`config.mk`:
```
export PLATFORM = sky130hd
export DESIGN_NAME = get_out_buf_flat
export DESIGN_NICKNAME = d
export VERILOG_FILES = /design/src/hdl/get_pkg.sv /design/src/hdl/get_edge_if.sv /design/src/hdl/get_out_buf.sv /design/src/flat_wrapper.sv
export SDC_FILE = /design/constraint.sdc
export NUM_CORES = 1
export LEC_CHECK = 0
export ABC_AREA = 1
export ABC_CLOCK_PERIOD_IN_PS = 2900
export BUFFER_PORTS_ARGS = -buffer_cell sky130_fd_sc_hd__buf_4
export CORE_UTILIZATION = 49
export DETAILED_ROUTE_END_ITERATION = 12
export GPL_ROUTABILITY_DRIVEN = 0
export PLACE_DENSITY = 0.87
export SETUP_SLACK_MARGIN = 0.02
export SLEW_MARGIN = 10
export SYNTH_ARGS = -nofsm -noshare
export SYNTH_HDL_FRONTEND = slang
export SYNTH_SLANG_ARGS = --single-unit
```
`constraint.sdc`:
```
create_clock -name clk -period 2.9 [get_ports clk]
set_clock_uncertainty 0.2 [all_clocks]
set_input_delay 0.29 -clock clk [delete_from_list [all_inputs] [get_ports clk]]
set_output_delay 0.29 -clock clk [all_outputs]
set_load 0.01 [all_outputs]
```
`src/hdl/get_pkg.sv`:
```
// ----------------------------------------------------------------------------
// get_pkg
// Shared types, register codes, reset values and gradient helpers for the
// 3x3 gradient edge threshold block.
// ----------------------------------------------------------------------------
package get_pkg;

  // window geometry
  localparam int KERNEL_SIZE  = 3;
  localparam int PIXEL_W      = 8;
  localparam int GRAD_W       = 11;
  localparam int SQ_W         = 20;
  localparam int MAG_W        = 21;
  localparam int CFG_DATA_W   = 11;

  // default frame limits
  localparam int DEF_MAX_WIDTH  = 1024;
  localparam int DEF_MAX_HEIGHT = 1024;

  // output pixel codes
  localparam logic [PIXEL_W-1:0] WHITE_VALUE = 8'd255;
  localparam logic [PIXEL_W-1:0] BLACK_VALUE = 8'd0;

  // configuration register indexes
  typedef enum logic [1:0] {
    REG_IMAGE_WIDTH    = 2'd0,
    REG_IMAGE_HEIGHT   = 2'd1,
    REG_EDGE_THRESHOLD = 2'd2,
    REG_OPERATOR_MODE  = 2'd3
  } reg_index_t;

  // gradient operator select
  typedef enum logic {
    MODE_ROBERTS = 1'b0,
    MODE_PREWITT = 1'b1
  } mode_t;

  // register reset values
  localparam logic [CFG_DATA_W-1:0] RESET_WIDTH     = 11'd640;
  localparam logic [CFG_DATA_W-1:0] RESET_HEIGHT    = 11'd480;
  localparam logic [PIXEL_W-1:0]    RESET_THRESHOLD = 8'd70;
  localparam mode_t                 RESET_MODE      = MODE_PREWITT;

  // 3x3 window, entry r*3+c, r top to bottom, c left to right
  typedef logic [KERNEL_SIZE*KERNEL_SIZE-1:0][PIXEL_W-1:0] window_t;
  typedef logic signed [GRAD_W-1:0] grad_t;

  // per-item control carried along the pipeline
  typedef struct packed {
    logic valid;
    logic last;
  } item_flags_t;

  // finished result on its way to the output buffer
  typedef struct packed {
    logic               valid;
    logic [PIXEL_W-1:0] edge_pixel;
    logic               frame_last;
  } result_t;

  // prewitt: left column minus right column
  function automatic grad_t prewitt_gx(window_t q);
    logic [9:0] a;
    logic [9:0] b;
    a = 10'(q[0]) + 10'(q[3]) + 10'(q[6]);
    b = 10'(q[2]) + 10'(q[5]) + 10'(q[8]);
    return $signed({1'b0, a}) - $signed({1'b0, b});
  endfunction

  // prewitt: top row minus bottom row
  function automatic grad_t prewitt_gy(window_t q);
    logic [9:0] a;
    logic [9:0] b;
    a = 10'(q[0]) + 10'(q[1]) + 10'(q[2]);
    b = 10'(q[6]) + 10'(q[7]) + 10'(q[8]);
    return $signed({1'b0, a}) - $signed({1'b0, b});
  endfunction

  // roberts: upper-left minus centre
  function automatic grad_t roberts_gx(window_t q);
    return $signed({3'b000, q[0]}) - $signed({3'b000, q[4]});
  endfunction

  // roberts: centre minus upper-right
  function automatic grad_t roberts_gy(window_t q);
    return $signed({3'b000, q[4]}) - $signed({3'b000, q[2]});
  endfunction

endpackage

```
`src/hdl/get_edge_if.sv`:
```
// ----------------------------------------------------------------------------
// get_edge_if
// Edge result channel: valid/ready with the edge pixel and frame end mark.
// ----------------------------------------------------------------------------
interface get_edge_if;
  logic                         valid;
  logic                         ready;
  logic [get_pkg::PIXEL_W-1:0]  edge_pixel;
  logic                         frame_last;

  modport source (output valid, output edge_pixel, output frame_last, input ready);
  modport sink (input valid, input edge_pixel, input frame_last, output ready);
endinterface

```
`src/hdl/get_out_buf.sv`:
```
// ----------------------------------------------------------------------------
// get_out_buf
// Two-entry output skid buffer; the pipeline keeps moving while one finished
// result waits at the port.
// ----------------------------------------------------------------------------
module get_out_buf (
  input  logic               clk,
  input  logic               rst,
  input  get_pkg::result_t   result,
  output logic               advance,
  get_edge_if.source         edges
);

  logic                         main_valid;
  logic [get_pkg::PIXEL_W-1:0]  main_pixel;
  logic                         main_last;
  logic                         skid_valid;
  logic [get_pkg::PIXEL_W-1:0]  skid_pixel;
  logic                         skid_last;
  logic                         load;
  logic                         pop;

  assign advance = !skid_valid;
  assign load    = result.valid && advance;
  assign pop     = main_valid && edges.ready;

  assign edges.valid      = main_valid;
  assign edges.edge_pixel = main_pixel;
  assign edges.frame_last = main_last;

  // valid bits
  always_ff @(posedge clk) begin
    if (rst) begin
      main_valid <= 1'b0;
      skid_valid <= 1'b0;
    end else if (!main_valid || pop) begin
      main_valid <= skid_valid || load;
      skid_valid <= 1'b0;
    end else if (load) begin
      skid_valid <= 1'b1;
    end
  end

  // payload
  always_ff @(posedge clk) begin
    if (!main_valid || pop) begin
      if (skid_valid) begin
        main_pixel <= skid_pixel;
        main_last  <= skid_last;
      end else begin
        main_pixel <= result.edge_pixel;
        main_last  <= result.frame_last;
      end
    end else if (load) begin
      skid_pixel <= result.edge_pixel;
      skid_last  <= result.frame_last;
    end
  end

  // the spare entry is only used behind a waiting result
  a_skid_behind_main: assert property (@(posedge clk) disable iff (rst)
    skid_valid |-> main_valid)
    else $error("skid entry held with empty output register");

endmodule

```
`src/flat_wrapper.sv`:
```
// flat-port wrapper written by rule: the top's interface ports become plain ports
module get_out_buf_flat 
  (clk, rst, result, advance, edges_valid, edges_edge_pixel, edges_frame_last, edges_ready);
  get_edge_if edges_i ();
  input  logic clk;
  input  logic rst;
  input  get_pkg::result_t result;
  output logic advance;
  output wire logic [$bits(edges_i.valid)-1:0] edges_valid;
  output wire logic [$bits(edges_i.edge_pixel)-1:0] edges_edge_pixel;
  output wire logic [$bits(edges_i.frame_last)-1:0] edges_frame_last;
  input wire logic [$bits(edges_i.ready)-1:0] edges_ready;
  assign edges_valid = edges_i.valid;
  assign edges_edge_pixel = edges_i.edge_pixel;
  assign edges_frame_last = edges_i.frame_last;
  assign edges_i.ready = edges_ready;
  get_out_buf u_core (.clk(clk), .rst(rst), .result(result), .advance(advance), .edges(edges_i));
endmodule
```
### Word-level counts from Yosys, hierarchy flattened

Cells that the tools add are included.

| cells by class | value |
|---|---|
| $add $sub $neg | 0 |
| multiply operators | 0 |
| divide/modulo/power cells | 0 |
| $lt $le $gt $ge | 0 |
| eq/ne operators | 0 |
| shift operators | 0 |
| multiplexer cells | 2 |
| bitwise logic cells | 1 |
| reductions and logical operators | 8 |

Operators with widths:

| cell | number |
|---|---|
| two-way mux 8 bit | 1 |
| logical AND 1 bit | 2 |
| logical NOT 1 bit | 2 |
| logical OR 1 bit | 2 |
| AND reduction 2 bit | 1 |
| OR reduction 2 bit | 1 |
| two-way mux 1 bit | 1 |
| inverter 1 bit | 1 |

| storage, ports and cells | value |
|---|---|
| register bits after elaboration | 20 |
| latch bits | 0 |
| RAM bits | 0 |
| memory bits (read-only) | 0 |
| input port bits | 13 |
| memories | 0 |

### Depth between registers and ports, before layout

| logic depth | value |
|---|---|
| depth after elaboration | 4 |
| gate-level depth with buffers | 4 |
| gate-level depth less buffers | 3 |

### Worst setup path before layout

No wires, ideal clock.

| path | value |
|---|---|
| path type | register to register |
| start | reg u_core.main_valid (netlist: u_core.edges.valid) |
| end | reg u_core.skid_last, enable pin |
| library setup time | 0.374 ns |
| data arrival time | 1.119 ns |
| required time | 2.326 ns |
| slack | 1.207 ns |
| cell stages (with the launch flop) | 3 |
| buffers on the path | 0 |
| period minus slack after synthesis | 1.693 ns |
| cell sequence | dfxtp_1 -> nand2_1 -> nor2_1 |

| on the way | value |
|---|---|
| word-level cells in the longest chain between the ends | 4 |
| elaborated cells on any way between the ends | 5 |
| classes of those cells | bitwise: 1; reduce/logical: 4 |

Ends and longest elaborated chain:

| what | line | RTL |
|---|---|---|
| start, declared | get_out_buf.sv:14 | `logic main_valid;` |
| start signal, assigned | get_out_buf.sv:37 | `main_valid <= skid_valid \|\| load;` |
| logical NOT 1 bit / logical AND 1 bit (equally long branches) | get_out_buf.sv:46, get_out_buf.sv:25 |  |
| logical OR 1 bit * | get_out_buf.sv:46 | `if (!main_valid \|\| pop) begin` |
| inverter 1 bit (no source line) * | -- |  |
| AND reduction 2 bit (no source line) * | -- |  |
| end signal, assigned | get_out_buf.sv:56 | `skid_last <= result.frame_last;` |
| end, declared | get_out_buf.sv:19 | `logic skid_last;` |

Every way passes the cells marked *; elsewhere a longest branch is shown, timed or not.
A chain may end at the register's enable or synchronous reset.

### Final worst setup path

| path | value |
|---|---|
| start | reg u_core.skid_valid |
| end | reg u_core.skid_pixel[2] (netlist name), enable pin |

| on the way | value |
|---|---|
| word-level cells in the longest chain between the ends | 3 |

Ends and longest elaborated chain:

| what | line | RTL |
|---|---|---|
| start, declared | get_out_buf.sv:17 | `logic skid_valid;` |
| start signal, assigned | get_out_buf.sv:35 | `skid_valid <= 1'b0;` |
| start signal, assigned | get_out_buf.sv:38 | `skid_valid <= 1'b0;` |
| start signal, assigned | get_out_buf.sv:40 | `skid_valid <= 1'b1;` |
| logical NOT 1 bit | get_out_buf.sv:23 | `assign advance = !skid_valid;` |
| logical AND 1 bit | get_out_buf.sv:24 | `assign load = result.valid && advance;` |
| AND reduction 2 bit (no source line) | -- |  |
| end signal, assigned | get_out_buf.sv:55 | `skid_pixel <= result.edge_pixel;` |
| end, declared | get_out_buf.sv:18 | `logic [get_pkg::PIXEL_W-1:0] skid_pixel;` |

No other way between the ends.

==> summary.md <==
| Metric | Value |
|---|---|
| Chip height | 41.2 um |
| Placeable Area | 1370 sq um |
| Critical Path AT | 1660 ps |
| First-pass GRT wire length | 2170 um |
| Largest net degree at the start of global routing | 12 |
| Critical path, cell by cell | inv_1 -> nand2_1 -> nor2_1 |
| Port-buffer cells | 23 |
| R2R Path Start | u_core.skid_valid |
| Worst Reg-to-Reg Cells | 3 |
| Worst Slack Setup Final | 992 ps |
| Startpoint Class | flip-flop |
| H-tree depth | 1 |
| Antenna violations before repair | 0 |
| Nature of the critical path endpoint | flip-flop |
| Sequential area share after synthesis | 76.9% |
| Worst path max stage delay | 510 ps |
| Synthesized area per cell | between 10 and 15 sq um |
| Insertion delay to the later sink of the worst-skew pair | between 300 and 400 ps |
| Max-cap viol count | 0 |
| Synth Warn # | 0 |
| Cell Area, Placed | 923 sq um |
| Design area | 1050 sq um |
| CTS resizes | 0 |
| Most frequent cells in the layout | nand2_1 (29), buf_4 (23), edfxtp_1 (18) |
| CP Depth | 3 |
| CP Buf/Inv Count | 1 |
| Die width | between 40 and 50 um |
| Antenna-violating nets left | 0 |
| # clock sinks | 20 |
| Critical Path Fanout Max | 11 |
| Starting Density | around 55% |
| CTS Buffer Depth | 2 |
| Status | finished, final reports clean |
| Critical Path RT | approximately 2700 ps |
| Peak supply drop | approximately 0.45 mV |
| Commonest non-fill, non-tap cell in the layout | nand2_1 |
| NumNets Final | 107 |
| WHS | 78.0 ps |
| Synth cell types | 9 |
| Total track usage | 22.3% |
| 1st-iter DRT viols | 18 |
| Die area | 1700 sq um |
| Area grow syn2layout | 39.1% |
| Static Leak | between 0.4 and 0.5 nW |
| Post-place setup slack | 929 ps |
| Seq. cell area | around 580 sq um |
| Drt total wl | 1570 um |
| Crit-path leading delay family | simple AND/OR/NAND/NOR gates |
| Multi-input logic area | between 100 and 150 sq um |
| DP HPWL | 972 um |
| Synthesized area | 754 sq um |
| Row cnt | 13 |
| Number of global-route vias before repair | between 400 and 500 |
| Final Cycle Share | 65.8% |
| Worst setup path startpoint | u_core.skid_valid |
| WS Path Type | flip-flop to flip-flop |
| Crit path to | u_core.skid_pixel[2] |
| Share of layout cells above drive strength 1 | 30.1% |
| Period minus WS final | 1910 ps |
| Avg WL per Cell | 14.5 um |
| Top-Level Pins | 24 |
| TritonCTS clock tree | done |
| RSZ-0062 raised after global routing | no |
| Non-Filler Instances | 108 |
| Fillers | 88 |
| FF-to-FF setup slack | between 900 and 1000 ps |
| GRT Residual Overflow | 0 |
| Slew HR | 56.4% |
| Via/cell ratio | ~4.9 |
| Peak Freq | 524 MHz |
| Diodes inserted | 0 |
| Setup tns final | 0 ps |
| Share of the synthesized area in the top cell type | 71.6% |
| Final setup vio count | 0 |
| Cell count after synthesis | 58 |
| Hold Vio Cnt, Final | 0 |
| Yosys reg bits | 20 |
| # DRC | 0 |
| Root buf cell | clkbuf_4 |
| Max Slew Vio Count | 0 |
| Pwr dens | 515 nW/um^2 |
| Worst-path clk slew | 110 ps |
| 1st-pass router iterations | 4 |
| Mapped Nets | slightly above 70 |
| Area leader, netlist | edfxtp_1 |
| Via count | 528 |
| End of the worst register-to-register path | u_core.skid_pixel[2] |
| Slowest CP cell | nor2_1 |
| Slew @ Worst Pin | 651 ps |
| Area contributors post-synth | edfxtp_1 (72%), nand2_1 (14%), dfxtp_1 (5.3%) |
| Worst hold path type | primary input to flip-flop |
| Num CTS Buffers | 3 |
| Inst Count DP | 94 |
[sequential cells by signal, indices dropped and copies added (netlist names)]
name and flops:
u_core.edges.frame_last 1, u_core.edges.edge_pixel 8, u_core.skid_pixel 8, u_core.skid_valid 1
u_core.skid_last 1, u_core.edges.valid 1
[per-layer routing]
metal / vias to the layer above / share of wire, % / wire length [um] / track usage (%)
li1: 260 / - / - / -
met1: 243 / 40 / 630 / 26.0
met2: 21 / 51 / 801 / 36.7
met3: 4 / 6.8 / 106 / 6.52
met4: 0 / 1.9 / 30 / 12.1
met5: - / 0 / 0 / 0
[stage by stage]
| step | total power [W] | util (%) |
|---|---|---|
| 2_1_floorplan | 0.000362 | - |
| 3_3_place_gp | 0.000394 | 67.6 |
| 3_5_place_dp | 0.000397 | 67.6 |
| 4_1_cts | 0.000537 | 76.8 |
| 5_1_grt | 0.000558 | 76.8 |
| 6_report | 0.000541 | 76.8 |
[area by class of cell]
| cell class | instances | area share [%] |
|---|---|---|
| Timing Repair Buffer | 33 | 26.0 |
| Multi-Input combinational cell | 34 | 13.7 |
| Tap cell | 15 | 1.79 |
| Inverter | 2 | 0.715 |
| Clock buffer | 4 | 2.50 |
| Sequential cell | 20 | 55.3 |
[synthesized netlist by cell type]
library cell,instances
nand2_1,29
edfxtp_1,18
buf_6,2
dfxtp_1,2
inv_1,2
nor2_1,2
a21oi_2,1
nand3b_1,1
nor2_4,1
[tightest hold or removal path, stage by stage]
cell and delay (ps):
buf_4 100, nor2_4 30, nor2_1 120
[how the worst min path moves through the flow]
stage	start	slack, ps	to	depth (start not counted)
after floorplan	rst	150	u_core.edges.valid	1
after global placement	rst	260	u_core.edges.valid	2
after detailed placement	rst	260	u_core.edges.valid	2
after CTS	edges_ready	50	u_core.skid_valid	4
after global routing	result[9]	90	u_core.edges.valid	3
final	result[9]	80	u_core.skid_valid	3
[where the power goes]
part	leakage (nW)	switching, W	internal, W
clock network	0.0150	0.0000855	0.0000538
logic	0.249	0.0000294	0.0000373
registers	0.192	0.00000503	0.000330
total	0.456	0.000120	0.000421
[timing repair]
item                                    in CTS  in global routing
endpoints found under the hold margin       10                  0
buffers inserted                             0                  0
hold buffers                                10                  0
endpoints found under the setup margin       0                  0
[kinds of logic (layout without fill, tap and decap cells)]
family                 Yosys count  after routing  share of synthesized area [%]
buffers and inverters            4             39                           3.98
flip-flops                      20             20                           76.9
AND/OR/NAND/NOR                 33             33                           17.9
AO/OA/AOI/OAI                    1              1                           1.16
No activity file was read; power rests on OpenSTA's default activity.
