$ cat src/hdl/get_pkg.sv
// ----------------------------------------------------------------------------
// get_pkg
// Shared types, register codes, reset values and gradient helpers for the
// 3x3 gradient edge threshold block.
// ----------------------------------------------------------------------------
package get_pkg;

  // window geometry
  localparam int KERNEL_SIZE  = 3;
  localparam int PIXEL_W      = 8;
  localparam int GRAD_W       = 11;
  localparam int SQ_W         = 20;
  localparam int MAG_W        = 21;
  localparam int CFG_DATA_W   = 11;

  // default frame limits
  localparam int DEF_MAX_WIDTH  = 1024;
  localparam int DEF_MAX_HEIGHT = 1024;

  // output pixel codes
  localparam logic [PIXEL_W-1:0] WHITE_VALUE = 8'd255;
  localparam logic [PIXEL_W-1:0] BLACK_VALUE = 8'd0;

  // configuration register indexes
  typedef enum logic [1:0] {
    REG_IMAGE_WIDTH    = 2'd0,
    REG_IMAGE_HEIGHT   = 2'd1,
    REG_EDGE_THRESHOLD = 2'd2,
    REG_OPERATOR_MODE  = 2'd3
  } reg_index_t;

  // gradient operator select
  typedef enum logic {
    MODE_ROBERTS = 1'b0,
    MODE_PREWITT = 1'b1
  } mode_t;

  // register reset values
  localparam logic [CFG_DATA_W-1:0] RESET_WIDTH     = 11'd640;
  localparam logic [CFG_DATA_W-1:0] RESET_HEIGHT    = 11'd480;
  localparam logic [PIXEL_W-1:0]    RESET_THRESHOLD = 8'd70;
  localparam mode_t                 RESET_MODE      = MODE_PREWITT;

  // 3x3 window, entry r*3+c, r top to bottom, c left to right
  typedef logic [KERNEL_SIZE*KERNEL_SIZE-1:0][PIXEL_W-1:0] window_t;
  typedef logic signed [GRAD_W-1:0] grad_t;

  // per-item control carried along the pipeline
  typedef struct packed {
    logic valid;
    logic last;
  } item_flags_t;

  // finished result on its way to the output buffer
  typedef struct packed {
    logic               valid;
    logic [PIXEL_W-1:0] edge_pixel;
    logic               frame_last;
  } result_t;

  // prewitt: left column minus right column
  function automatic grad_t prewitt_gx(window_t q);
    logic [9:0] a;
    logic [9:0] b;
    a = 10'(q[0]) + 10'(q[3]) + 10'(q[6]);
    b = 10'(q[2]) + 10'(q[5]) + 10'(q[8]);
    return $signed({1'b0, a}) - $signed({1'b0, b});
  endfunction

  // prewitt: top row minus bottom row
  function automatic grad_t prewitt_gy(window_t q);
    logic [9:0] a;
    logic [9:0] b;
    a = 10'(q[0]) + 10'(q[1]) + 10'(q[2]);
    b = 10'(q[6]) + 10'(q[7]) + 10'(q[8]);
    return $signed({1'b0, a}) - $signed({1'b0, b});
  endfunction

  // roberts: upper-left minus centre
  function automatic grad_t roberts_gx(window_t q);
    return $signed({3'b000, q[0]}) - $signed({3'b000, q[4]});
  endfunction

  // roberts: centre minus upper-right
  function automatic grad_t roberts_gy(window_t q);
    return $signed({3'b000, q[4]}) - $signed({3'b000, q[2]});
  endfunction

endpackage

$ cat src/hdl/get_grad.sv
// ----------------------------------------------------------------------------
// get_grad
// Gradient pair and square registers, then a combinational threshold compare.
// ----------------------------------------------------------------------------
module get_grad (
  input  logic                          clk,
  input  logic                          rst,
  input  logic                          advance,
  input  get_pkg::window_t              win,
  input  get_pkg::item_flags_t          win_flags,
  input  get_pkg::mode_t                operator_mode,
  input  logic [get_pkg::PIXEL_W-1:0]   edge_threshold,
  output get_pkg::result_t              result
);

  localparam int SQ_W  = get_pkg::SQ_W;
  localparam int MAG_W = get_pkg::MAG_W;
  localparam int PW    = get_pkg::PIXEL_W;

  get_pkg::item_flags_t s3_flags;
  get_pkg::item_flags_t s4_flags;
  get_pkg::grad_t       gx;
  get_pkg::grad_t       gy;
  get_pkg::grad_t       gx_sel;
  get_pkg::grad_t       gy_sel;
  logic signed [2*get_pkg::GRAD_W-1:0] gx_sq;
  logic signed [2*get_pkg::GRAD_W-1:0] gy_sq;
  logic [SQ_W-1:0]      sqx;
  logic [SQ_W-1:0]      sqy;
  logic [2*PW-1:0]      thr_sq;
  logic [MAG_W-1:0]     mag2;

  // operator select
  always_comb begin
    if (operator_mode == get_pkg::MODE_PREWITT) begin
      gx_sel = get_pkg::prewitt_gx(win);
      gy_sel = get_pkg::prewitt_gy(win);
    end else begin
      gx_sel = get_pkg::roberts_gx(win);
      gy_sel = get_pkg::roberts_gy(win);
    end
  end

  // threshold squared, follows the register
  always_ff @(posedge clk) begin
    thr_sq <= edge_threshold * edge_threshold;
  end

  // control of the gradient and square stages
  always_ff @(posedge clk) begin
    if (rst) begin
      s3_flags <= '0;
      s4_flags <= '0;
    end else if (advance) begin
      s3_flags <= win_flags;
      s4_flags <= s3_flags;
    end
  end

  assign gx_sq = gx * gx;
  assign gy_sq = gy * gy;

  // gradient and square registers
  always_ff @(posedge clk) begin
    if (advance) begin
      gx  <= gx_sel;
      gy  <= gy_sel;
      sqx <= SQ_W'(gx_sq);
      sqy <= SQ_W'(gy_sq);
    end
  end

  // magnitude compare
  assign mag2 = MAG_W'(sqx) + MAG_W'(sqy);

  always_comb begin
    result.valid      = s4_flags.valid;
    result.frame_last = s4_flags.last;
    result.edge_pixel = (mag2 > MAG_W'(thr_sq)) ? get_pkg::BLACK_VALUE
                                                 : get_pkg::WHITE_VALUE;
  end

endmodule

$ cat config.mk
export PLATFORM = sky130hd
export DESIGN_NAME = get_grad
export DESIGN_NICKNAME = d
export VERILOG_FILES = /design/src/hdl/get_pkg.sv /design/src/hdl/get_grad.sv
export SDC_FILE = /design/constraint.sdc
export NUM_CORES = 1
export LEC_CHECK = 0
export ABC_AREA = 1
export BUFFER_PORTS_ARGS = -buffer_cell sky130_fd_sc_hd__buf_2
export CORE_ASPECT_RATIO = 0.9
export CORE_MARGIN = 5
export CORE_UTILIZATION = 36
export CTS_BUF_LIST = sky130_fd_sc_hd__clkbuf_8 sky130_fd_sc_hd__clkbuf_16
export DETAILED_ROUTE_END_ITERATION = 10
export GPL_TIMING_DRIVEN = 0
export SYNTH_ARGS = -nofsm -noshare
export SYNTH_HDL_FRONTEND = slang
export SYNTH_SLANG_ARGS = --single-unit
$ cat constraint.sdc
create_clock -name clk -period 5.61 [get_ports clk]
set_clock_uncertainty 0.15 [all_clocks]
set_input_delay 0 -clock clk [delete_from_list [all_inputs] [get_ports clk]]
set_output_delay 0 -clock clk [all_outputs]
set_load 0.02 [all_outputs]
Word-level counts from Yosys, hierarchy flattened
Cells that the tools add are included.
- input bits: 86
- word-level logic and storage cells: 29
- output and inout bits: 10
- bits in registers: 82
- multipliers: 3
- muxes and demuxes: 3
- magnitude comparators: 1
- add/sub/neg operators: 13
- operators with widths (cell ; number):
    9-bit by 8-bit adder with 10-bit output ; 4
    11-bit by 11-bit multiplier with 20-bit output ; 2
    8-bit by 8-bit adder with 9-bit output ; 4
    11-bit 2-to-1 mux ; 2
    10-bit by 10-bit subtractor with 11-bit output ; 2
    20-bit by 20-bit adder with 21-bit output ; 1
    21-bit by 16-bit greater-than comparator with 1-bit output ; 1
    8-bit by 8-bit subtractor with 9-bit output ; 2
    8-bit by 8-bit multiplier with 16-bit output ; 1
    8-bit 2-to-1 mux ; 1

Logic depth before layout (Yosys ltp)
Gate-level depths: netlist of the first run.
- word-level depth: 4
- depth in mapped cells: 22
- mapped depth without buffers: 22

Worst setup path after synthesis of the first run
No wires, ideal clock.
- kind: reg-to-reg
- start point: reg gy[2]
- end point: reg sqy[19] (data pin)
- required time: 5207 ps
- slack: 500 ps
- arrival time: 4707 ps
- stages on the path, launching flop included: 20
- setup time: 253 ps
- path buffers: 1
- period minus slack after synthesis: 5110 ps
- cells stage by stage: edfxtp_1 clkbuf_1 nand2_1 fa_1 inv_1 fa_1 fa_1 fa_1 inv_1 fa_1 inv_1 ha_1 nand2_1 inv_1 nand3_1 inv_1 a221oi_1 nand2_1 nand3_1 nand2_1
- word-level cells in the longest chain between the ends: 1
- RTL lines (item ; line ; source):
    start, declared ; get_grad.sv:23 ; get_pkg::grad_t gy;
    start signal, assigned ; get_grad.sv:67 ; gy <= gy_sel;
    11-bit by 11-bit multiplier with 20-bit output ; get_grad.sv:61 ; assign gy_sq = gy * gy;
    named net gy_sq (one bit) ; get_grad.sv:27 ; logic signed [2*get_pkg::GRAD_W-1:0] gy_sq;
    end signal, assigned ; get_grad.sv:69 ; sqy <= SQ_W'(gy_sq);
    end, declared ; get_grad.sv:29 ; logic [SQ_W-1:0] sqy;
The timed path passes the listed nets, and every way through them passes these cells.
A chain may end at the register's enable or synchronous reset.

Worst setup path in the final report of the first run
- start point: reg gx[6]
- end point: reg sqx[19] (data pin)
- word-level cells in the longest chain between the ends: 1
- RTL lines (item ; line ; source):
    start, declared ; get_grad.sv:22 ; get_pkg::grad_t gx;
    start signal, assigned ; get_grad.sv:66 ; gx <= gx_sel;
    11-bit by 11-bit multiplier with 20-bit output ; get_grad.sv:60 ; assign gx_sq = gx * gx;
    named net gx_sq (one bit) ; get_grad.sv:26 ; logic signed [2*get_pkg::GRAD_W-1:0] gx_sq;
    end signal, assigned ; get_grad.sv:68 ; sqx <= SQ_W'(gx_sq);
    end, declared ; get_grad.sv:28 ; logic [SQ_W-1:0] sqx;
The timed path passes the listed nets, and every way through them passes these cells.

==> flow_metrics.tcl, run 1 <==
set metrics [dict create \
    dieArea_sq_um 49700 \
    drtPass1Iterations 5 \
    vias 12000 \
    slew_headroom_pct 42.8 \
    yosys_warnings 0 \
    clock.fmax_ghz 0.185 \
    synth_largest_area_cell "fa_1" \
    synth-async-reset-ratio_pct 0 \
    fin_util_pct 39.9 \
    core_sq_um 45100 \
    dp_worst_setup_slack_ps -207 \
    synth_seq_cells 79 \
    drc_errors 0 \
    slew_viol_final 0 \
    cts_buffers 9 \
    regArea_sq_um 2180 \
    whs_path_depth 4 \
    synth_edf_count 60 \
    via_per_inst 4.51 \
    tightest_slew_ps 859 \
    grt_pass1_vias 13000 \
    grt_pass1_wl_mm 61.9 \
    gp_congestion 0.940 \
    outcome "complete, no violations" \
    grt_setup_unrepaired "no" \
    reg2regPathDepth 19 \
    stdcell_count 2665 \
    track_usage_pct 15.4 \
    drt_wl_total_mm 36.3 \
    synth_top_area_share_pct 34.5 \
    post-synth-top-count-cell "inv_1" \
    synthTopCellsByCount "549 x inv_1, 366 x nand2_1, 281 x fa_1" \
    worstPathArrival_ps 5370 \
    fin_setup_tns_ps 0 \
    synth_seq_area_share_pct 13.4 \
    grt_max_degree 66 \
    finalWorstSetupSlack_ps 208 \
    hold_path.class "input port to flip-flop" \
    clkTransAtPathRegs_ps 70 \
    ant_nets 0 \
    finalSetupViolations 0 \
    synthesis.nets 2486 \
    initial_core_util_pct 36.2 \
    syn-instance-count 1938 \
    antenna_found_initial 1 \
    grt_remaining_overflow 0 \
    syn_avg_cell_area_sq_um 8.42 \
    dr.first_iter.drc_count 479 \
    num_antenna_cells 0 \
    fin_crit_sh_pct 96.3 \
    clock_path_buffers 2 \
    synth.cell_area_sq_um 16300 \
    yosys_most_used_dff "edfxtp_1" \
    crit_fanout 10 \
    cts_tree "yes" \
    period_needed_ps 5400 \
    place_inst 2636 \
    multi_input_area_sq_um 11900 \
    yosys-top-cells-area "fa_1 34%, ha_1 14%, inv_1 13%" \
    path_class "flip-flop to flip-flop" \
    cts.sinks 79 \
    nets 2600 \
    port_buffers 90 \
    synthToLayoutAreaGrowth_pct 10.3 \
    critPathCaptureType "flip-flop" \
    ios 96 \
    die_y_um 212 \
    dpl.hpwl_mm 32.1 \
    hold_viol 0 \
    fillers 4577 \
    required_ps 5570 \
    die_w_um 234 \
    clock_latency_ps 350 \
    wl_per_cell_um 13.6 \
    maxCapViolCount 0 \
    startpoint_type "flip-flop" \
    rows 74 \
    synth_cell_type_count 48 \
    layout-drive-gt1-share_pct 8.41 \
    clockRootBuffer "clkbuf_16" \
    htreeDepth 3 \
]
[state kept, by name (all words and copies together), names as in the netlist]
signal,cells
gy,11
gx,11
sqy,19
sqx,19
thr_sq,15
s3_flags,2
result,2
[kinds of logic after synthesis]
kind of cell	count (synthesis)	synth area share, %
buffers and inverters	600	14.0
and+or+nand+nor	516	13.0
adders and majority gates	462	48.3
AOI/OAI and AO/OA	195	6.68
xor gates and xnor gates	85	4.56
DFF	79	13.4
muxes	1	0.0690
[worst max-delay path, stage by stage (launching register included)]
cell,delay (ps)
edfxtp_1,510
clkbuf_2,280
nand2_1,110
inv_1,70
fa_1,580
inv_1,70
fa_1,480
inv_1,60
fa_1,510
inv_1,50
fa_1,470
inv_1,50
fa_1,450
ha_1,390
a21o_1,220
a31oi_1,150
nand2_1,70
a31oi_1,270
nand3b_1,160
nand2_1,50
[cell type report]
type / instances / area share, %
inverter: 557 / 11.6
clock inverter: 6 / 0.327
sequential: 79 / 12.1
buffer: 43 / 1.20
timing repair buffer: 103 / 3.17
multi-input combinational: 1259 / 66.0
tap: 608 / 4.23
clock buffer: 10 / 1.39
[cells in the final DEF, fill, tap and decap left out, types with 8 or more instances in the layout]
cell type	count
inv_1	549
nand2_1	365
fa_1	280
ha_1	181
a21oi_1	99
buf_2	90
nor2_1	69
edfxtp_1	60
xor2_1	56
o21ai_0	42
nand3_1	30
xnor2_1	29
dfxtp_1	19
clkbuf_1	18
clkbuf_2	15
buf_4	13
nand4_1	11
o21ai_1	10
clkbuf_16	10
a21o_1	9
dlygate4sd3_1	8
[layer usage]
metal	vias up	global-route usage (%)	share of wire [%]
li1	6024	-	-
met1	5774	20.1	46
met2	194	27.4	49
met3	35	2.19	3.1
met4	2	2.86	1.3
met5	-	0	0.019
[repair_timing]
| item | in CTS | in global routing |
|---|---|---|
| hold buffers | 8 | 0 |
| endpoints found under the setup margin | 8 | 11 |
| pin swaps | 0 | 1 |
| endpoints found under the hold margin | 9 | 0 |
| resized for setup | 4 | 37 |
| buffers inserted | 1 | 4 |
[path summary, 6_finish.rpt]
| kind | slack [ps] | from | endpoint |
|---|---|---|---|
| setup reg to reg | 210 | gx[6]$_DFFE_PP_ | sqx[19]$_DFFE_PP_ |
| setup / recovery | 210 | gx[6]$_DFFE_PP_ | sqx[19]$_DFFE_PP_ |
| hold / removal | 50 | win[39] | gy[7]$_DFFE_PP_ |
| hold reg to reg | 310 | s3_flags[0]$_SDFFE_PP0P_ | result[0]$_SDFFE_PP0P_ |
[through the flow]
| stage | hold slack [ps] | area [sq um] |
|---|---|---|
| 2_1_floorplan | -122 | 16300 |
| 3_3_place_gp | -30.2 | 17500 |
| 3_5_place_dp | -28.7 | 17500 |
| 4_1_cts | 14.1 | 17900 |
| 5_1_grt | 63.9 | 18000 |
| 6_report | 47.9 | 18000 |
Power of run 1 is not shown: default switching activity piles up to over one toggle a cycle in this logic, so the estimate is an artifact.
==> inputs of run 2 (changes only) <==
--- a/config.mk
+++ b/config.mk
@@ -9,7 +9,7 @@
 export BUFFER_PORTS_ARGS = -buffer_cell sky130_fd_sc_hd__buf_2
 export CORE_ASPECT_RATIO = 0.9
 export CORE_MARGIN = 5
-export CORE_UTILIZATION = 36
+export CORE_UTILIZATION = 45
 export CTS_BUF_LIST = sky130_fd_sc_hd__clkbuf_8 sky130_fd_sc_hd__clkbuf_16
 export DETAILED_ROUTE_END_ITERATION = 10
 export GPL_TIMING_DRIVEN = 0
==> flow_metrics.tcl, run 2 (synthesis gave the netlist of run 1 again) <==
set metrics [dict create \
    die_y_um 191 \
    grt_remaining_overflow 0 \
    startpoint_type "flip-flop" \
    drt_wl_total_mm 35.7 \
    cts_buffers 9 \
    ios 96 \
    num_antenna_cells 0 \
    initial_core_util_pct 45.3 \
    crit_fanout 10 \
    grt_pass1_wl_mm 61.3 \
    worstPathArrival_ps 5290 \
    r2r_end "sqy[19]$_DFFE_PP_" \
    clock_path_buffers 2 \
    required_ps 5550 \
    design_area_sq_um 17900 \
    ant_nets 0 \
    clock_latency_ps 350 \
    dieArea_sq_um 40200 \
    final_common_cell "inv_1" \
    outcome "complete, no violations" \
    top_usage_layer "met2" \
    port_buffers 90 \
    critPathCaptureType "flip-flop" \
    grt_max_degree 66 \
    reg_top3 "sqx (19), sqy (19), thr_sq (15)" \
    hold_viol 0 \
    fillers 3515 \
    fin_util_pct 49.7 \
    post_dp_cell_area_sq_um 17400 \
    reg2regPathDepth 19 \
    synthToLayoutAreaGrowth_pct 9.69 \
    layout-drive-gt1-share_pct 8.50 \
    hold_path.class "input port to flip-flop" \
    wl_per_cell_um 14.1 \
    finalSetupViolations 0 \
    grt_setup_unrepaired "no" \
    via_per_inst 4.81 \
    clkTransAtPathRegs_ps 70 \
    drtPass1Iterations 5 \
    drc_errors 0 \
    die_w_um 211 \
    r2r_slack_ps 260 \
    grtUsageMet2_pct 32.8 \
    maxCapViolCount 0 \
    period_needed_ps 5350 \
    whs_path_depth 4 \
    clockRootBuffer "clkbuf_16" \
    antenna_found_initial 5 \
    slew_headroom_pct 42.6 \
    cts.sinks 79 \
    dp_worst_setup_slack_ps -315 \
    use_met1_pct 25.3 \
    cts_tree "yes" \
    clock.fmax_ghz 0.187 \
    fin_crit_sh_pct 95.4 \
    gp_congestion 0.880 \
    path_class "flip-flop to flip-flop" \
    nets 2602 \
    grt_pass1_vias 12900 \
    htreeDepth 3 \
    vias 12200 \
    dpl.hpwl_mm 31.5 \
    hold_path_end "gy[7]$_DFFE_PP_" \
    core_sq_um 36000 \
    rows 66 \
    min_from "win[39]" \
    tightest_slew_ps 861 \
    r2r_start "gy[3]$_DFFE_PP_" \
    slew_viol_final 0 \
    track_usage_pct 18.7 \
    grtUsageMet3_pct 2.63 \
    dr.first_iter.drc_count 483 \
    layout_common_cells "550 x inv_1, 365 x nand2_1, 280 x fa_1" \
    finalWorstSetupSlack_ps 257 \
]
-- run 2: per-layer routing --
metal	part of all wire [%]	up-vias
met5	0.12	-
met4	1.0	10
met3	4.5	33
met2	49	229
met1	45	5894
li1	-	6015
-- run 2: worst max path at each step --
stage | from | to | slack [ps] | cells after the start
2_1_floorplan | gy[2]$_DFFE_PP_ | sqy[19]$_DFFE_PP_ | 500 | 19
3_3_place_gp | gy[2]$_DFFE_PP_ | sqy[19]$_DFFE_PP_ | -220 | 17
3_5_place_dp | gy[2]$_DFFE_PP_ | sqy[19]$_DFFE_PP_ | -310 | 17
4_1_cts | gy[4]$_DFFE_PP_ | sqy[19]$_DFFE_PP_ | 10 | 17
5_1_grt | gx[2]$_DFFE_PP_ | sqx[19]$_DFFE_PP_ | 6 | 17
6_report | gy[3]$_DFFE_PP_ | sqy[19]$_DFFE_PP_ | 260 | 19
-- run 2: layout make-up --
type | count | area (sq um) | area share, %
Multi-Input combinational cell | 1259 | 11900 | 66.4
Sequential cell | 79 | 2180 | 12.2
Inverter | 557 | 2090 | 11.7
Timing Repair Buffer | 107 | 601 | 3.35
Tap cell | 476 | 596 | 3.33
Clock buffer | 13 | 325 | 1.82
Buffer | 41 | 208 | 1.16
Clock inverter | 3 | 23.8 | 0.133
-- run 2: what timing repair did --
| item | in CTS | in global routing |
|---|---|---|
| endpoints found under the hold margin | 8 | 0 |
| endpoints found under the setup margin | 7 | 14 |
| hold buffers | 8 | 0 |
| gates resized for setup | 4 | 34 |
| pin swaps | 0 | 1 |
| buffers inserted | 2 | 7 |
-- run 2: per-stage QoR --
stage | cells | hold WS, ps | TNS (ps)
2_1_floorplan | 1938 | -122 | 0
3_3_place_gp | 2504 | -32.1 | -508
3_5_place_dp | 2504 | -19.7 | -834
4_1_cts | 2528 | 8.88 | 0
5_1_grt | 2535 | 29.0 | 0
6_report | 2535 | 22.9 | 0
-- run 2: critical path, cell delays in order, from the launching register on --
cell	delay (ps)
edfxtp_1	420
clkbuf_2	300
nand2_1	170
fa_2	670
inv_1	80
fa_1	460
fa_1	530
fa_1	500
inv_1	50
fa_1	480
inv_1	40
ha_1	330
nand2_1	140
inv_1	60
nand3_1	90
inv_1	50
a221oi_1	330
nand2_1	90
nand3_1	80
nand2_1	80
Power of run 2 is left out for the same reason.
==> inputs of run 3 (changes only) <==
==> constraint.sdc (replaced) <==
create_clock -name clk -period 5.61 [get_ports clk]
set_clock_uncertainty 0.15 [all_clocks]
set_input_delay 1.122 -clock clk [delete_from_list [all_inputs] [get_ports clk]]
set_output_delay 1.122 -clock clk [all_outputs]
set_load 0.02 [all_outputs]
==> flow_metrics.tcl, run 3 (synthesis gave the netlist of run 1 again) <==
set metrics [dict create \
    outcome "complete, no violations" \
    worstPathArrival_ps 5290 \
    period_needed_ps 5350 \
    slew_viol_final 0 \
    clock_path_buffers 2 \
    ant_nets 0 \
    cts.sinks 79 \
    grt_setup_unrepaired "no" \
    initial_core_util_pct 45.3 \
    drt_wl_total_mm 35.6 \
    dr.first_iter.drc_count 536 \
    track_usage_pct 18.7 \
    gp_congestion 0.880 \
    port_buffers 90 \
    fillers 3520 \
    clock_latency_ps 350 \
    required_ps 5550 \
    grt_pass1_vias 12900 \
    crit_fanout 10 \
    layout-drive-gt1-share_pct 8.53 \
    tightest_slew_ps 860 \
    finalSetupViolations 0 \
    hold_buffers 0 \
    hold_viol 0 \
    synthToLayoutAreaGrowth_pct 9.23 \
    wl_per_cell_um 14.1 \
    fin_crit_sh_pct 95.4 \
    drtPass1Iterations 5 \
    hold_path.class "flip-flop to flip-flop" \
    path_class "flip-flop to flip-flop" \
    vias 12100 \
    cts_tree "yes" \
    maxCapViolCount 0 \
    via_per_inst 4.80 \
    fin_util_pct 49.5 \
    num_antenna_cells 0 \
    core_sq_um 36000 \
    htreeDepth 3 \
    cts_buffers 9 \
    dp_worst_setup_slack_ps -315 \
    reg_top3 "sqx (19), sqy (19), thr_sq (15)" \
    critPathCaptureType "flip-flop" \
    slew_headroom_pct 42.6 \
    grt_max_degree 66 \
    startpoint_type "flip-flop" \
    dpl.hpwl_mm 31.5 \
    clkTransAtPathRegs_ps 70 \
    grt_remaining_overflow 0 \
    finalWorstSetupSlack_ps 259 \
    nets 2594 \
    clockRootBuffer "clkbuf_16" \
    antenna_found_initial 5 \
    dieArea_sq_um 40200 \
    clock.fmax_ghz 0.187 \
    layout_common_cells "550 x inv_1, 365 x nand2_1, 280 x fa_1" \
    die_w_um 211 \
    drc_errors 0 \
    final_common_cell "inv_1" \
    grt_pass1_wl_mm 61.1 \
    die_y_um 191 \
    ios 96 \
    rows 66 \
]
run 3: path summary, 6_finish.rpt:
| check | from | endpoint | slack (ps) | cells after the start |
|---|---|---|---|---|
| max | gy[3]$_DFFE_PP_ | sqy[19]$_DFFE_PP_ | 260 | 19 |
| max reg2reg | gy[3]$_DFFE_PP_ | sqy[19]$_DFFE_PP_ | 260 | 19 |
| min | result[9]$_SDFFE_PP0P_ | result[9]$_SDFFE_PP0P_ | 310 | 2 |
| min reg2reg | result[9]$_SDFFE_PP0P_ | result[9]$_SDFFE_PP0P_ | 310 | 2 |
run 3: timing repair:
item / 4_1_cts / 5_1_grt
gates resized for setup: 4 / 35
pin swaps: 0 / 1
setup endpoints to repair: 7 / 22
buffers inserted: 2 / 7
run 3: routing by layer:
metal  global-route usage, %  up-vias  routed length [um]
li1                        -     5995                   -
met1                    25.3     5859               16200
met2                    32.6      234               17400
met3                    2.65       33                1640
met4                    2.99       10                 370
met5                       0        -                  42
run 3: critical path, cell delays in order (launching register included):
cell and delay, ps:
edfxtp_1 420, clkbuf_2 300, nand2_1 170, fa_2 670, inv_1 80, fa_1 460
fa_1 530, fa_1 500, inv_1 50, fa_1 480, inv_1 40, ha_1 330
nand2_1 140, inv_1 60, nand3_1 90, inv_1 50, a221oi_1 330, nand2_1 90
nand3_1 80, nand2_1 80
run 3: final cells by class:
class                           instances  area (sq um)  area share (%)
Inverter                              557          2090            11.7
Multi-Input combinational cell       1259         11900            66.7
Sequential cell                        79          2180            12.2
Clock buffer                           13           325            1.82
Buffer                                 41           208            1.16
Tap cell                              476           596            3.34
Timing Repair Buffer                   99           520            2.92
Clock inverter                          3          23.8           0.133
run 3: metrics by stage:
stage / cell area, sq um / std cells / TNS, ps / hold WS, ps
floorplan: 16300 / 1938 / 0 / 280
global placement: 17400 / 2504 / -508 / 291
detailed placement: 17400 / 2504 / -834 / 304
CTS: 17700 / 2520 / 0 / 307
global route: 17800 / 2527 / 0 / 351
finish: 17800 / 2527 / 0 / 314
Power of run 3 is left out for the same reason.
